==> config.mk <==
export PLATFORM = sky130hd
export DESIGN_NAME = pd_tx_fifo_token_framer_top
export DESIGN_NICKNAME = d
export VERILOG_FILES = /design/src/rtl/core/pdtf_pkg.sv /design/src/rtl/core/pdtf_front.sv /design/src/rtl/core/pdtf_queue.sv /design/src/rtl/core/pdtf_back.sv /design/src/rtl/core/pd_tx_fifo_token_framer_top.sv
export SDC_FILE = /design/constraint.sdc
export NUM_CORES = 1
export LEC_CHECK = 0
export BUFFER_PORTS_ARGS = -buffer_cell sky130_fd_sc_hd__buf_2
export CORE_MARGIN = 2
export CORE_UTILIZATION = 43
export DETAILED_ROUTE_END_ITERATION = 8
export PLACE_DENSITY = 0.66
export SYNTH_ARGS = -nofsm -noshare
export SYNTH_HDL_FRONTEND = slang
export SYNTH_HIERARCHICAL = 1
export SYNTH_SLANG_ARGS = --single-unit
==> constraint.sdc <==
create_clock -name clk -period 8.5 [get_ports clk]
set_input_delay 0.425 -clock clk [delete_from_list [all_inputs] [get_ports clk]]
set_output_delay 0.425 -clock clk [all_outputs]
set_load 0.005 [all_outputs]
==> src/rtl/core/pdtf_pkg.sv <==
// ----------------------------------------------------------------------------
// pdtf_pkg
// Shared types and token codes for the PD transmit FIFO token framer.
// ----------------------------------------------------------------------------
package pdtf_pkg;

  // PHY FIFO token codes
  localparam logic [7:0] TOK_SOP1    = 8'h12;
  localparam logic [7:0] TOK_SOP2    = 8'h13;
  localparam logic [7:0] TOK_PACKSYM = 8'h80;
  localparam logic [7:0] TOK_JAMCRC  = 8'hFF;
  localparam logic [7:0] TOK_EOP     = 8'h14;
  localparam logic [7:0] TOK_TXOFF   = 8'hFE;
  localparam logic [7:0] TOK_TXON    = 8'hA1;

  // Input item kinds
  localparam logic KIND_HEADER = 1'b0;
  localparam logic KIND_DATA   = 1'b1;

  // Default depth of the command queue between front and back
  localparam int QUEUE_DEPTH_DEF = 4;

  // Last step index of each output segment
  localparam logic [2:0] HDR_LAST_STEP = 3'd6;
  localparam logic [2:0] SEG4_LAST_STEP = 3'd3;

  typedef enum logic {
    CMD_HDR,
    CMD_DATA
  } cmd_op_t;

  // One classified item handed from front to back
  typedef struct packed {
    cmd_op_t     op;
    logic        trailer;   // append JAM_CRC/EOP/TXOFF/TXON after this item
    logic [31:0] word;
  } cmd_t;

  // Queue status seen by the producer and the consumer
  typedef struct packed {
    logic full;
    logic empty;
  } q_status_t;

  typedef enum logic [1:0] {
    BK_IDLE,
    BK_HDR,
    BK_DATA,
    BK_TRL
  } back_state_t;

endpackage

==> src/rtl/core/pdtf_front.sv <==
// ----------------------------------------------------------------------------
// pdtf_front
// Accepts input items, tracks the open frame and queues byte commands.
// ----------------------------------------------------------------------------
module pdtf_front
  import pdtf_pkg::*;
(
  input  logic        clk,
  input  logic        rst_n,
  input  logic        in_tvalid,
  output logic        in_tready,
  input  logic [31:0] in_tdata,   // [31:0] word
  input  logic        in_tuser,   // [0] kind
  input  q_status_t   q_status,
  output logic        push,
  output cmd_t        push_cmd
);

  logic [2:0] objects_left_r, objects_left_nxt;
  logic       frame_open_r, frame_open_nxt;
  logic       accept;
  logic [2:0] hdr_count;
  logic [2:0] left_dec;

  assign in_tready = !q_status.full;
  assign accept    = in_tvalid && in_tready;
  assign hdr_count = in_tdata[14:12];
  assign left_dec  = objects_left_r - 3'd1;

  // Classify the item and update the frame state
  always_comb begin
    objects_left_nxt = objects_left_r;
    frame_open_nxt   = frame_open_r;
    push             = 1'b0;
    push_cmd.op      = CMD_HDR;
    push_cmd.trailer = 1'b0;
    push_cmd.word    = in_tdata;
    if (accept) begin
      if (in_tuser == KIND_HEADER) begin
        push             = 1'b1;
        push_cmd.op      = CMD_HDR;
        push_cmd.trailer = (hdr_count == 3'd0);
        objects_left_nxt = hdr_count;
        frame_open_nxt   = (hdr_count != 3'd0);
      end else if (frame_open_r) begin
        push             = 1'b1;
        push_cmd.op      = CMD_DATA;
        push_cmd.trailer = (left_dec == 3'd0);
        objects_left_nxt = left_dec;
        frame_open_nxt   = (left_dec != 3'd0);
      end
      // data with no frame open: drop
    end
  end

  always_ff @(posedge clk) begin
    if (!rst_n) begin
      objects_left_r <= 3'd0;
      frame_open_r   <= 1'b0;
    end else begin
      objects_left_r <= objects_left_nxt;
      frame_open_r   <= frame_open_nxt;
    end
  end

endmodule

==> src/rtl/core/pdtf_queue.sv <==
// ----------------------------------------------------------------------------
// pdtf_queue
// Short command FIFO that decouples the front from the byte sequencer.
// ----------------------------------------------------------------------------
module pdtf_queue
  import pdtf_pkg::*;
#(
  parameter int DEPTH = QUEUE_DEPTH_DEF
) (
  input  logic      clk,
  input  logic      rst_n,
  input  logic      push,
  input  cmd_t      push_cmd,
  input  logic      pop,
  output cmd_t      head,
  output q_status_t q_status
);

  localparam int PW = (DEPTH > 1) ? $clog2(DEPTH) : 1;
  localparam int CW = $clog2(DEPTH + 1);

  cmd_t          mem_r [DEPTH];
  logic [PW-1:0] wr_ptr_r, rd_ptr_r;
  logic [CW-1:0] count_r;
  logic          do_push, do_pop;

  assign q_status.full  = (count_r == CW'(DEPTH));
  assign q_status.empty = (count_r == '0);
  assign do_push = push && !q_status.full;
  assign do_pop  = pop && !q_status.empty;
  assign head    = mem_r[rd_ptr_r];

  // Store pushed commands
  always_ff @(posedge clk) begin
    if (do_push) begin
      mem_r[wr_ptr_r] <= push_cmd;
    end
  end

  // Advance pointers and occupancy
  always_ff @(posedge clk) begin
    if (!rst_n) begin
      wr_ptr_r <= '0;
      rd_ptr_r <= '0;
      count_r  <= '0;
    end else begin
      if (do_push) begin
        wr_ptr_r <= (wr_ptr_r == PW'(DEPTH - 1)) ? '0 : wr_ptr_r + 1'b1;
      end
      if (do_pop) begin
        rd_ptr_r <= (rd_ptr_r == PW'(DEPTH - 1)) ? '0 : rd_ptr_r + 1'b1;
      end
      if (do_push && !do_pop) begin
        count_r <= count_r + 1'b1;
      end else if (do_pop && !do_push) begin
        count_r <= count_r - 1'b1;
      end
    end
  end

endmodule

==> src/rtl/core/pdtf_back.sv <==
// ----------------------------------------------------------------------------
// pdtf_back
// Byte sequencer: expands queued commands into tokens, one byte per cycle while the receiver takes them.
// ----------------------------------------------------------------------------
module pdtf_back
  import pdtf_pkg::*;
(
  input  logic       clk,
  input  logic       rst_n,
  input  cmd_t       head,
  input  q_status_t  q_status,
  output logic       pop,
  output logic       out_tvalid,
  input  logic       out_tready,
  output logic [7:0] out_tdata,   // [7:0] out_byte
  output logic       out_tlast    // frame_end
);

  back_state_t state_r, state_nxt;
  logic [2:0]  step_r, step_nxt;
  cmd_t        cmd_r, cmd_nxt;
  logic        out_valid_r;
  logic [7:0]  out_data_r;
  logic        out_last_r;
  logic        advance;
  logic        seg_end;
  logic [7:0]  byte_sel;
  logic        last_sel;

  assign advance = (state_r != BK_IDLE) && (!out_valid_r || out_tready);

  always_comb begin
    unique case (state_r)
      BK_HDR:  seg_end = (step_r == HDR_LAST_STEP);
      BK_DATA: seg_end = (step_r == SEG4_LAST_STEP);
      BK_TRL:  seg_end = (step_r == SEG4_LAST_STEP);
      default: seg_end = 1'b0;
    endcase
  end

  // Next state: step through segments, chain the next command without a gap
  always_comb begin
    state_nxt = state_r;
    step_nxt  = step_r;
    cmd_nxt   = cmd_r;
    pop       = 1'b0;
    if (state_r == BK_IDLE) begin
      if (!q_status.empty) begin
        pop       = 1'b1;
        cmd_nxt   = head;
        state_nxt = (head.op == CMD_HDR) ? BK_HDR : BK_DATA;
        step_nxt  = 3'd0;
      end
    end else if (advance) begin
      if (!seg_end) begin
        step_nxt = step_r + 3'd1;
      end else if (state_r != BK_TRL && cmd_r.trailer) begin
        state_nxt = BK_TRL;
        step_nxt  = 3'd0;
      end else if (!q_status.empty) begin
        pop       = 1'b1;
        cmd_nxt   = head;
        state_nxt = (head.op == CMD_HDR) ? BK_HDR : BK_DATA;
        step_nxt  = 3'd0;
      end else begin
        state_nxt = BK_IDLE;
        step_nxt  = 3'd0;
      end
    end
  end

  // Output: select the byte for the current step
  always_comb begin
    byte_sel = 8'h00;
    last_sel = 1'b0;
    unique case (state_r)
      BK_HDR: begin
        case (step_r)
          3'd0, 3'd1, 3'd2: byte_sel = TOK_SOP1;
          3'd3:             byte_sel = TOK_SOP2;
          3'd4:             byte_sel = TOK_PACKSYM | {3'b000, cmd_r.word[14:12], 2'b10};
          3'd5:             byte_sel = cmd_r.word[7:0];
          default:          byte_sel = cmd_r.word[15:8];
        endcase
      end
      BK_DATA: begin
        case (step_r[1:0])
          2'd0:    byte_sel = cmd_r.word[7:0];
          2'd1:    byte_sel = cmd_r.word[15:8];
          2'd2:    byte_sel = cmd_r.word[23:16];
          default: byte_sel = cmd_r.word[31:24];
        endcase
      end
      BK_TRL: begin
        case (step_r[1:0])
          2'd0:    byte_sel = TOK_JAMCRC;
          2'd1:    byte_sel = TOK_EOP;
          2'd2:    byte_sel = TOK_TXOFF;
          default: begin
            byte_sel = TOK_TXON;
            last_sel = 1'b1;
          end
        endcase
      end
      default: begin
        byte_sel = 8'h00;
        last_sel = 1'b0;
      end
    endcase
  end

  // Sequencer state
  always_ff @(posedge clk) begin
    if (!rst_n) begin
      state_r <= BK_IDLE;
      step_r  <= 3'd0;
    end else begin
      state_r <= state_nxt;
      step_r  <= step_nxt;
    end
  end

  always_ff @(posedge clk) begin
    cmd_r <= cmd_nxt;
  end

  // Output register: load on advance, hold while stalled
  always_ff @(posedge clk) begin
    if (!rst_n) begin
      out_valid_r <= 1'b0;
    end else if (advance) begin
      out_valid_r <= 1'b1;
    end else if (out_tready) begin
      out_valid_r <= 1'b0;
    end
  end

  always_ff @(posedge clk) begin
    if (advance) begin
      out_data_r <= byte_sel;
      out_last_r <= last_sel;
    end
  end

  assign out_tvalid = out_valid_r;
  assign out_tdata  = out_data_r;
  assign out_tlast  = out_last_r;

endmodule

==> src/rtl/core/pd_tx_fifo_token_framer_top.sv <==
// ----------------------------------------------------------------------------
// pd_tx_fifo_token_framer_top
// Frames PD messages into the transmit token byte stream of a PHY FIFO.
// ----------------------------------------------------------------------------
// Usage:
//   Input stream: in_tuser is the item kind (0 header, 1 data object),
//   in_tdata the 32-bit word. A header item yields SOP1 x3, SOP2, the
//   packed-symbol count token and two header bytes; each data item yields
//   four bytes, low byte first. The trailer JAM_CRC, EOP, TXOFF, TXON
//   follows the last object (or the header when it has no objects), and
//   out_tlast marks TXON. Data with no frame open is dropped.
//   Output stream: one byte per out_tdata item.
// On an idle block the first byte of an item passes through the queue,
//   the sequencer load and the output register before it is presented.
// Throughput: the back sequencer emits one byte per cycle while the
//   receiver takes them. The front accepts one item per cycle while the
//   command queue has room.
// Reset clears the frame state, the queue and the output register.
// When the receiver stalls, the output byte holds, the sequencer waits and
//   the queue fills; in_tready drops only when the queue is full.
// ----------------------------------------------------------------------------
module pd_tx_fifo_token_framer_top
  import pdtf_pkg::*;
#(
  parameter int QUEUE_DEPTH = QUEUE_DEPTH_DEF
) (
  input  logic        clk,
  input  logic        rst_n,
  input  logic        in_tvalid,
  output logic        in_tready,
  input  logic [31:0] in_tdata,    // [31:0] word
  input  logic        in_tuser,    // [0] kind
  output logic        out_tvalid,
  input  logic        out_tready,
  output logic [7:0]  out_tdata,   // [7:0] out_byte
  output logic        out_tlast    // frame_end
);

  q_status_t q_status;
  logic      push, pop;
  cmd_t      push_cmd, head;

  pdtf_front u_front (
    .clk      (clk),
    .rst_n    (rst_n),
    .in_tvalid(in_tvalid),
    .in_tready(in_tready),
    .in_tdata (in_tdata),
    .in_tuser (in_tuser),
    .q_status (q_status),
    .push     (push),
    .push_cmd (push_cmd)
  );

  pdtf_queue #(
    .DEPTH(QUEUE_DEPTH)
  ) u_queue (
    .clk     (clk),
    .rst_n   (rst_n),
    .push    (push),
    .push_cmd(push_cmd),
    .pop     (pop),
    .head    (head),
    .q_status(q_status)
  );

  pdtf_back u_back (
    .clk       (clk),
    .rst_n     (rst_n),
    .head      (head),
    .q_status  (q_status),
    .pop       (pop),
    .out_tvalid(out_tvalid),
    .out_tready(out_tready),
    .out_tdata (out_tdata),
    .out_tlast (out_tlast)
  );

endmodule

==> impl_results.md, run 1 <==
* Outcome: finished clean
* Worst Path Buf+Inv at 2
* Worst path cell trace: inv_1 -> ha_1 -> nand4b_1 -> a221oi_1 -> nor2_1 -> nor2_1 -> o31ai_1 -> ha_1 -> inv_1 -> fa_1 -> xor2_1 -> or3_1 -> a21boi_0
* Post-cts sizing count at 0
* Sequential fraction of the synthesis area at 0.688
* Postcts setup bufs at 0
* IO Pins at 48
* Gr ovfl total at 0
* HP Class: input pin to flop
* Worst clock skew at 9.26 ps
* Area of the mapped netlist at around 8300 um2
* Worst path max stage delay at 460 ps
* Largest family of logic cells by synthesized area: multiplexers
* Final Power at 2770 uW
* CP top delay family: adder cells
* DP Area at 8490 um2
* Final #Nets at 557
* DIE AREA at a little over 20000 um2
* Row cnt at 50
* Syn nets at 538
* WL final at between 10000 and 15000 um
* Max-slew violations at 0
* Max VDD drop at 0.000148 V
* Number of port buffers at 47
* Commonest non-fill, non-tap cell in the layout: edfxtp_1
* Reg area at approximately 5700 um2
* CTS sink cnt at 197
* Chip width at approximately 140 um
* CP required at 8850 ps
* DR vias/cell at about 5.4
* Switching share of power at 0.279
* CP max FO at 15
* Die height at around 140 um
* Worst hold slack at approximately 210 ps
* Final-report hold violation count at 0
* CTS H-tree lvls at 4
* Clk pwr share at 0.282
* Post-synthesis adder-cell area fraction at 0.0250
* First-pass GRT wire length at 23700 um
* Yosys Warn Count at 6
* Clock tree buffer depth at 2
* Leakage power at 0.00302 uW
* Overall global routing resource usage at 0.155
* CTS root buf: clkbuf_16
* Footprint of the multi-input gates at 2080 um2
* Pint at 1990 uW
* Launch point of the worst reg-to-reg path: u_back/step_r[0]$_SDFFE_PN0P_
* Sw Pwr at 772 uW
* First DRT Iteration DRCs at 331
* Top_reg_cell synth: edfxtp_1
* # fillers at between 1500 and 2000
* DRC errors left at 0
* Initial antenna violation count at 1
* Largest net degree at the start of global routing at 35
* Post-route cell area at 9070 um2
* Post-synthesis mux area share at 0.101
* Mapped Cells at ~490
* Number of global-route vias before repair at approximately 4300
* TritonCTS Buffers at 17
* Worst endpoint data arrival time at roughly 3600 ps
* Starting Density at 0.442
* Max-cap viol count at 0
* Critical Path Start Type: flop
* Crit-path slowest cell: dfxtp_1
* Detail Placement HPWL at 9170 um
* Post-Route Setup TNS at 0 ps
* Antenna-violating nets left at 0
* Core area at 18800 um2
* Post-synthesis simple-gate area fraction at 0.0525
* Final worst setup slack at around 5200 ps
* Layout cell share with drive strength beyond 1 at 0.250
* Clk Latency, worst-skew pair at 430 ps
* Crit path launch: u_back/step_r[0]$_SDFFE_PN0P_
* Syn avg cell area at about 17 um2
* Fin crit share at 0.383
* Logic pwr share at 0.215
* HP Start: in_tdata[8]
* Post-synth cell types at 63
* Total number of vias at about 4200
* Worst setup path class: flop to flop
* Async SR Flop Fraction at 0
* Post-Synth XOR/XNOR Area at 0.00316
* Sequential power share at 0.502
* Pwr dens at 305 nW/um2
* Worst setup EP type: flop
* DP Worst Slack at 5280 ps
* Max Clk Rate at 307 MHz
* Most frequent cells in the layout: edfxtp_1, buf_2, mux4_2, nor2_1, nand2_1
* Area Growth Syn to Fin at 8.97%
* Synth Register Bits at 197
* CTS tree: yes
* Worst slew margin at 0.455
* RSZ-0062 raised after global routing: false
* Setup violators final at 0
* GPL Wtd Cong at 0.855
* Routed WL per cell at around 19 um
* Reg2Reg Setup Slack at 5240 ps
* Initial DRT Pass Iterations at 4
* Tmin final at roughly 3300 ps
* Reg clk slew, reported paths at ~70 ps
* Tightest Pin Transition at 816 ps
* Fraction of the mapped netlist area in compound gates at 0.0681
* EDFF count, synth at 178
* CTS Hold Buffers Added at 0
-- worst reg2reg max path: stages, from the launching register on --
cell and delay, ps:
dfxtp_1 460, inv_1 110, ha_1 440, nand4b_1 260, a221oi_1 100, nor2_1 210
nor2_1 60, o31ai_1 170, ha_1 280, inv_1 60, fa_1 370, xor2_1 170
or3_1 320, a21boi_0 170
-- worst paths after layout --
kind | cells after the start | endpoint
hold / removal | 1 | u_queue/mem_r[1][8]$_DFFE_PP_
hold reg to reg | 2 | u_queue/wr_ptr_r[1]$_SDFFE_PN0P_
setup / recovery | 13 | u_queue/count_r[2]$_SDFFE_PN0P_
setup reg to reg | 13 | u_queue/count_r[2]$_SDFFE_PN0P_
-- area by class of cell --
type	count	share of cell area
timing repair buffer	54	0.0317
clock buffer	18	0.0473
clock inverter	14	0.0168
tap	260	0.0359
antenna	1	0.000276
inverter	17	0.00704
sequential	197	0.631
multi-input combinational	217	0.230
-- power by group through the flow --
| stage | Sequential, uW | Clock [uW] | Combinational (uW) |
|---|---|---|---|
| 2_1_floorplan | 1370 | 0 | 503 |
| 3_3_place_gp | 1400 | 0 | 589 |
| 3_5_place_dp | 1410 | 0 | 604 |
| 4_1_cts | 1390 | 797 | 608 |
| 5_1_grt | 1410 | 838 | 657 |
| 6_report | 1390 | 781 | 596 |
-- Yosys cell counts, types with 9 or more instances --
master	count	share of area
dfxtp_1	19	0.046
edfxtp_1	178	0.64
ha_1	15	0.023
a21oi_1	15	0.0090
inv_1	15	0.0068
nor2b_1	11	0.0083
a22oi_1	9	0.0081
o21ai_0	10	0.0060
nand2_1	19	0.0086
buf_4	33	0.030
nor2_1	20	0.0090
mux4_2	30	0.081
-- flip-flops by register name, indices dropped and copies added (netlist names), 2 cells and up, named ones only --
name                    count
u_queue/mem_r             136
u_back/step_r               3
u_back/state_r              2
u_queue/rd_ptr_r            2
u_back/out_tdata            8
u_front/objects_left_r      3
u_queue/wr_ptr_r            2
u_back/cmd_r               33
u_queue/count_r             3
-- per-stage QoR --
stage	utilization	std cells
global route	0.482	777
detailed placement	0.451	745
global placement	0.451	745
finish	0.482	778
floorplan	-	485
CTS	0.482	777
-- routing by layer --
| layer | GRT usage | share of wire |
|---|---|---|
| met3 | 0.0372 | 0.043 |
| met2 | 0.246 | 0.48 |
| met1 | 0.212 | 0.46 |
| met4 | 0.0505 | 0.018 |
| met5 | 0 | 0 |
-- cell families (layout without fill, tap and decap cells) --
group / count (synthesis) / after routing
flip-flops: 197 / 197
AND/OR/NAND/NOR: 81 / 81
AO/OA/AOI/OAI: 77 / 77
buffers and inverters: 71 / 103
multiplexers: 40 / 40
adder cells (fa/ha/maj): 16 / 16
XOR/XNOR: 3 / 3
other: 0 / 1
Power figures use the tool's default switching activity.
==> run 2: changes to the inputs <==
Settings changed: ABC_AREA set to 1.
Clock period 8.5 ns to 3.2 ns, I/O delays scaled along.
==> impl_results.md, run 2 <==
* Max-cap viol count at 0 (unchanged)
* Antenna-violating nets left at 0 (unchanged)
* Sw Pwr at 2710 uW (+250%)
* Layout Cells excl Fill at 1044 (+34%)
* First-pass GRT wire length at 26600 um (+12%)
* Setup violators final at 0 (unchanged)
* Pint at 5290 uW (+170%)
* # diodes at 0 (-1)
* Launch point of the worst reg-to-reg path: u_back/step_r[0]$_SDFFE_PN0P_
* Syn avg cell area at 11.9 um2 (-30%)
* Starting Density at 0.439 (-0.00268)
* Leakage power at 0.00360 uW (+19%)
* Sequential power share at 0.469 (-0.033)
* Max Clk Rate at 377 MHz (+23%)
* R2R Path End: u_queue/count_r[2]$_SDFFE_PN0P_
* EDFF count, synth at 178 (unchanged)
* Most common cell in the netlist: edfxtp_1
* Postcts setup bufs at 0 (unchanged)
* Worst clock skew at 11.6 ps (+2.30 ps)
* Area Growth Syn to Fin at 13.7%
* Gr ovfl total at 0 (unchanged)
* CP max FO at 10 (-5)
* Initial DRT Pass Iterations at 5 (+1)
* TritonCTS Buffers at 17 (unchanged)
* Hold depth at 1 (unchanged)
* WL final at 16400 um (+10%)
* IO Pins at 48 (unchanged)
* Worst endpoint data arrival time at 2970 ps (-640 ps)
* Layout cell share with drive strength beyond 1 at 0.191 (-0.0582)
* Routed WL per cell at 15.7 um (-18%)
* Initial antenna violation count at 0 (-1)
* HP Start: in_tdata[14]
* Hold Path Sink: u_queue/mem_r[0][14]$_DFFE_PP_
* Synth Register Bits at 197 (unchanged)
* Syn nets at 771 (+43%)
* Async SR Flop Fraction at 0 (unchanged)
* DIE AREA at 21100 um2 (+3.0%)
* Commonest non-fill, non-tap cell in the layout: edfxtp_1
* Row cnt at 51 (+2.0%)
* Core area at 19500 um2 (+3.7%)
* Top_reg_cell synth: edfxtp_1
* RSZ-0062 raised after global routing: false
* Fin crit share at 0.829 (+0.445)
* CTS sink cnt at 197 (unchanged)
* Worst slew margin at 0.593 (+0.138)
* First DRT Iteration DRCs at 421 (+27%)
* Reg clk slew, reported paths at 70 ps (about the same)
* Pwr dens at 821 nW/um2 (+170%)
* Max VDD drop at 0.000462 V (+210%)
* Post-placement cell count at 981 (+32%)
* Overall global routing resource usage at 0.161 (+0.00572)
* Critical Path Start Type: flop
* Synth top area share at 0.623 (-0.0191)
* Worst setup EP type: flop
* Die height at 145 um (+1.5%)
* Clk pwr share at 0.254 (-0.028)
* DRC errors left at 0 (unchanged)
* Tmin final at 2650 ps (-607 ps)
* Area of the mapped netlist at 8580 um2 (+3.1%)
* CP required at 3520 ps (-5330 ps)
* Number of port buffers at 47 (unchanged)
* Biggest register: u_queue/mem_r
* Number of global-route vias before repair at 5034 (+17%)
* HP Class: input pin to flop
* Tightest Pin Transition at 609 ps (-207 ps)
* DR vias/cell at 4.96 (-7.6%)
* CTS root buf: clkbuf_16
* CTS H-tree lvls at 4 (unchanged)
* Largest net degree at the start of global routing at 69 (+97%)
* Synth area leaders: edfxtp_1, o21ai_0, dfxtp_1, nor2_1, nand2_1
* Worst setup path class: flop to flop
* Yosys top cell by area: edfxtp_1
* Post-synth cell types at 33 (-48%)
* Total number of vias at 5177 (+24%)
* Max FFs per register at 136 (unchanged)
* Logic pwr share at 0.278 (+0.063)
* Switching share of power at 0.339 (+0.0599)
* Reg2Reg Depth at 18 (+5)
* Most frequent cells after synthesis: edfxtp_1, nor2_1, nand2_1, o21ai_0, inv_1
* Mapped Cells at 718 (+48%)
* Chip width at 145 um (+1.5%)
* # fillers at 1736 (+9.8%)
* Most frequent cells in the layout: edfxtp_1, nor2_1, nand2_1, o21ai_0, inv_1
* GPL Wtd Cong at 0.917 (+7.2%)
* Outcome: finished clean
* Final #Nets at 819 (+47%)
* Clock tree buffer depth at 2 (unchanged)
* Detail Placement HPWL at 10700 um (+16%)
* Clk Latency, worst-skew pair at 420 ps (about the same)
* Post-Route Setup TNS at 0 ps (unchanged)
* Final-report hold violation count at 0 (unchanged)
* Worst hold slack at 31.7 ps (-180 ps)
* Sequential fraction of the synthesis area at 0.667 (-0.0205)
* Reg2Reg Setup Slack at 550 ps (-4690 ps)
* Yosys Warn Count at 6 (unchanged)
* Max-slew violations at 0 (unchanged)
* CTS tree: yes
[run 2: cell types whose count changed in the layout (fill, tap and decap cells not counted), sizes merged, moves of 8 or more]
cell         before  now
nand2            19   95
dlygate4sd3       0   31
and2              8    0
nor2b            12    0
a22oi             9    0
o22ai             8   34
inv              20   60
nor2             20  120
nand3             2   12
a21oi            15   29
o21ai            11   86
mux4             34    0
[run 2: worst max-delay path by stage]
stage	start	end	slack, ps
3_3_place_gp	u_back/step_r[0]$_SDFFE_PN0P_	u_queue/count_r[2]$_SDFFE_PN0P_	730
4_1_cts	u_back/step_r[0]$_SDFFE_PN0P_	u_queue/count_r[2]$_SDFFE_PN0P_	580
3_5_place_dp	u_back/step_r[0]$_SDFFE_PN0P_	u_queue/count_r[2]$_SDFFE_PN0P_	600
2_1_floorplan	u_back/step_r[0]$_SDFFE_PN0P_	u_back/cmd_r[0]$_DFFE_PP_	90
6_report	u_back/step_r[0]$_SDFFE_PN0P_	u_queue/count_r[2]$_SDFFE_PN0P_	550
5_1_grt	u_back/step_r[0]$_SDFFE_PN0P_	u_queue/count_r[2]$_SDFFE_PN0P_	340
[run 2: logic make-up (layout without fill, tap and decap cells)]
group / Yosys count / count (layout) / synth area share
adders and majority gates: 16 / 16 / 0.0242
AOI/OAI and AO/OA: 155 / 155 / 0.113
DFF: 197 / 197 / 0.667
buffers and inverters: 114 / 175 / 0.0758
and+or+nand+nor: 236 / 236 / 0.119
[run 2: area by class of cell]
class | instances | area (um2) | share of cell area
flip-flops and latches | 197 | 5730 | 0.587
multi-input cells | 407 | 2240 | 0.230
repair buffers | 85 | 648 | 0.0665
clock buffers | 18 | 429 | 0.0440
well taps | 265 | 332 | 0.0340
inverters | 58 | 228 | 0.0234
clock inverters | 14 | 143 | 0.0146
[run 2: per-stage QoR]
step           worst slack (ps)  total power [uW]  instance area (um2)  utilization
6_report                    549              8000                 9750        0.499
3_5_place_dp                602              6000                 8870        0.454
5_1_grt                     339              8470                 9750        0.499
2_1_floorplan              89.9              5370                 8580            -
3_3_place_gp                730              5960                 8870        0.454
4_1_cts                     576              8060                 9750        0.499
[run 2: power by group through the flow]
stage                     sequential [uW]  combinational, uW  clock, uW
after floorplan                      3710               1660          0
after global placement               3800               2160          0
after detailed placement             3810               2190          0
after CTS                            3750               2230       2080
after global routing                 3800               2490       2180
final                                3750               2220       2030
[run 2: what timing repair did]
| item | in CTS | in global routing |
|---|---|---|
| endpoints found under the setup margin | 0 | 0 |
| hold endpoints to repair | 124 | 0 |
| resized for setup | 0 | 0 |
| hold buffers | 31 | 0 |
[run 2: critical path: stages (launching register included)]
cell and delay [ps]:
dfxtp_1 430, inv_1 110, ha_1 340, nand2_1 120
inv_1 40, nand2_1 70, nand2_2 70, nand2_4 100
a21oi_1 80, nand2_1 170, ha_1 210, inv_1 70
fa_1 380, inv_1 70, nand2_1 80, nand3_1 100
nand2_1 50, inv_1 50, nor2_1 40
[run 2: metal layers]
layer	global-route usage	vias to the layer above	share of wire
met5	0	-	0
met4	0.0485	0	0.014
met3	0.0324	19	0.044
met2	0.261	143	0.48
met1	0.219	2441	0.46
li1	-	2574	-
==> run 3: changes to the inputs <==
Settings changed: ABC_AREA 1 to 0.
Clock period 3.2 ns to 2.8 ns, I/O delays scaled along.
==> impl_results.md, run 3 (synthesized netlist as in run 1, its figures left out) <==
* Outcome: finished clean
* Highest metal used: met4
* DR vias/cell at 5.27 (+6.3%)
* Number of global-route vias before repair at 4450 (-12%)
* Reg2Reg Setup Slack at 100 ps (-450 ps)
* Detail Placement HPWL at 9330 um (-13%)
* Max-slew violations at 0 (unchanged)
* Area Growth Syn to Fin at 14.8%
* WL met1 at 6410 um (-15%)
* HP Start: in_tdata[12]
* TritonCTS Buffers at 17 (unchanged)
* First-pass GRT wire length at 23600 um (-11%)
* Initial antenna violation count at 0 (unchanged)
* Hold depth at 1 (unchanged)
* Worst clock skew at 10.7 ps (-0.815 ps)
* CTS sink cnt at 197 (unchanged)
* Worst slew margin at 0.516 (-0.0778)
* Leakage power at 0.00322 uW (-10%)
* WL final at 14800 um (-9.5%)
* Routed WL per cell at 18.1 um (+15%)
* Most frequent cells in the layout: edfxtp_1, buf_2, dlygate4sd3_1, mux4_2, nand2_1
* WL met2 at 7420 um (-5.8%)
* Tmin final at 2700 ps (+51.7 ps)
* Worst path max stage delay at 400 ps (-30 ps)
* Metal3 WL at 706 um (-1.7%)
* Gr ovfl total at 0 (unchanged)
* Post-Route Setup TNS at 0 ps (unchanged)
* Max Clk Rate at 370 MHz (-1.9%)
* CTS tree: yes
* Max-cap viol count at 0 (unchanged)
* DIE AREA at 20500 um2 (-2.9%)
* Total number of vias at 4316 (-17%)
* Setup violators final at 0 (unchanged)
* DP Area at 8600 um2 (-3.0%)
* Clk Latency, worst-skew pair at 430 ps (about the same)
* Worst path cell trace: nor3b_2 -> nand2b_4 -> or2_4 -> inv_1 -> nor2b_2 -> ha_2 -> inv_1 -> fa_1 -> xor2_1 -> or3_4 -> a21boi_2
* Final worst setup slack at 96.9 ps (-452 ps)
* Biggest register: u_queue/mem_r
* Reg clk slew, reported paths at 70 ps (about the same)
* Reg2Reg Depth at 11 (-7)
* Final-report hold violation count at 0 (unchanged)
* Hold Path Sink: u_queue/mem_r[3][12]$_DFFE_PP_
* Post-route cell area at 9560 um2 (-2.0%)
* Max VDD drop at 0.000487 V (+5.6%)
* Overall global routing resource usage at 0.156 (-0.00481)
* Worst Path Buf+Inv at 2 (-3)
* DP Worst Slack at -132 ps (-734 ps)
* CTS root buf: clkbuf_16
* Number of port buffers at 47 (unchanged)
* Starting Density at 0.442 (+0.00268)
* Commonest non-fill, non-tap cell in the layout: edfxtp_1
* Critical Path Start Type: flop
* HP Class: input pin to flop
* Layout cell share with drive strength beyond 1 at 0.284 (+0.0932)
* # diodes at 0 (unchanged)
* IO Pins at 48 (unchanged)
* Fin crit share at 0.965 (+0.137)
* R2R Path End: u_queue/count_r[2]$_SDFFE_PN0P_
* GPL Wtd Cong at 0.863 (-5.9%)
* Final #Nets at 599 (-27%)
* Worst setup path class: flop to flop
* CTS H-tree lvls at 4 (unchanged)
* Worst path depth at 11 (-7)
* CP max FO at 7 (-3)
* First DRT Iteration DRCs at 413 (-1.9%)
* Crit-path slowest cell: or3_4
* Max FFs per register at 136 (unchanged)
* Pwr dens at 891 nW/um2 (+8.6%)
* Most used cell along the critical path: inv_1
* Chip width at 143 um (-1.5%)
* Clock tree buffer depth at 2 (unchanged)
* Tightest Pin Transition at 727 ps (+118 ps)
* CP top delay family: simple AND/OR/NAND/NOR gates
* Launch point of the worst reg-to-reg path: u_queue/count_r[2]$_SDFFE_PN0P_
* Worst setup EP type: flop
* Worst endpoint data arrival time at 3060 ps (+90 ps)
* Core Util, Final at 0.508 (+0.00821)
* DRC errors left at 0 (unchanged)
* Largest net degree at the start of global routing at 35 (-49%)
* Initial DRT Pass Iterations at 7 (+2)
* Row cnt at 50 (-2.0%)
* Antenna-violating nets left at 0 (unchanged)
* CP required at 3160 ps (-360 ps)
* Die height at 143 um (-1.5%)
* Core area at 18800 um2 (-3.6%)
* RSZ-0062 raised after global routing: false
run 3: worst register-to-register path, cell delays in order (launching register included):
cell and delay [ps]:
dfxtp_1 370, nor3b_2 210, nand2b_4 180, or2_4 270, inv_1 70, nor2b_2 170, ha_2 190, inv_1 50
fa_1 370, xor2_1 190, or3_4 400, a21boi_2 160
run 3: power breakdown:
part / switching [uW] / internal [uW] / leakage, uW
combinational: 1050 / 921 / 0.00114
sequential: 292 / 3920 / 0.00179
clock: 1140 / 1200 / 0.000284
run 3: cell type report:
| cell class | count | area, um2 |
|---|---|---|
| well taps | 260 | 325 |
| repair buffers | 96 | 728 |
| inverters | 17 | 63.8 |
| flip-flops and latches | 197 | 5730 |
| multi-input cells | 217 | 2130 |
| fillers | 1522 | 9270 |
| clock buffers | 17 | 425 |
| clock inverters | 15 | 154 |
run 3: per-stage QoR:
stage                     hold WS (ps)  std cells  power, uW
final                             19.3        819       8520
after CTS                         1.36        817       8530
after detailed placement           358        754       6160
after global placement             348        754       6090
after global routing              11.9        819       8930
after floorplan                    268        485       5680
run 3: worst max-delay path by stage:
stage | slack [ps] | startpoint | endpoint
6_report | 100 | u_queue/count_r[2]$_SDFFE_PN0P_ | u_queue/count_r[2]$_SDFFE_PN0P_
5_1_grt | 5 | u_queue/count_r[2]$_SDFFE_PN0P_ | u_queue/count_r[2]$_SDFFE_PN0P_
4_1_cts | 30 | u_back/step_r[0]$_SDFFE_PN0P_ | u_queue/count_r[2]$_SDFFE_PN0P_
3_5_place_dp | -130 | u_back/step_r[0]$_SDFFE_PN0P_ | u_queue/count_r[2]$_SDFFE_PN0P_
3_3_place_gp | 110 | u_back/step_r[0]$_SDFFE_PN0P_ | u_queue/count_r[2]$_SDFFE_PN0P_
2_1_floorplan | 110 | u_back/step_r[0]$_SDFFE_PN0P_ | u_queue/count_r[2]$_SDFFE_PN0P_
run 3: what timing repair did:
action,4_1_cts,5_1_grt
hold endpoints to repair,120,0
pin swaps,2,3
endpoints found under the setup margin,1,1
resized for setup,4,13
buffers inserted,1,2
hold buffers,30,0
run 3: metal layers:
layer / vias to the layer above / track usage
met2: 136 / 0.257
met4: 0 / 0.0604
met5: - / 0
met3: 15 / 0.0406
met1: 2176 / 0.198
li1: 1989 / -
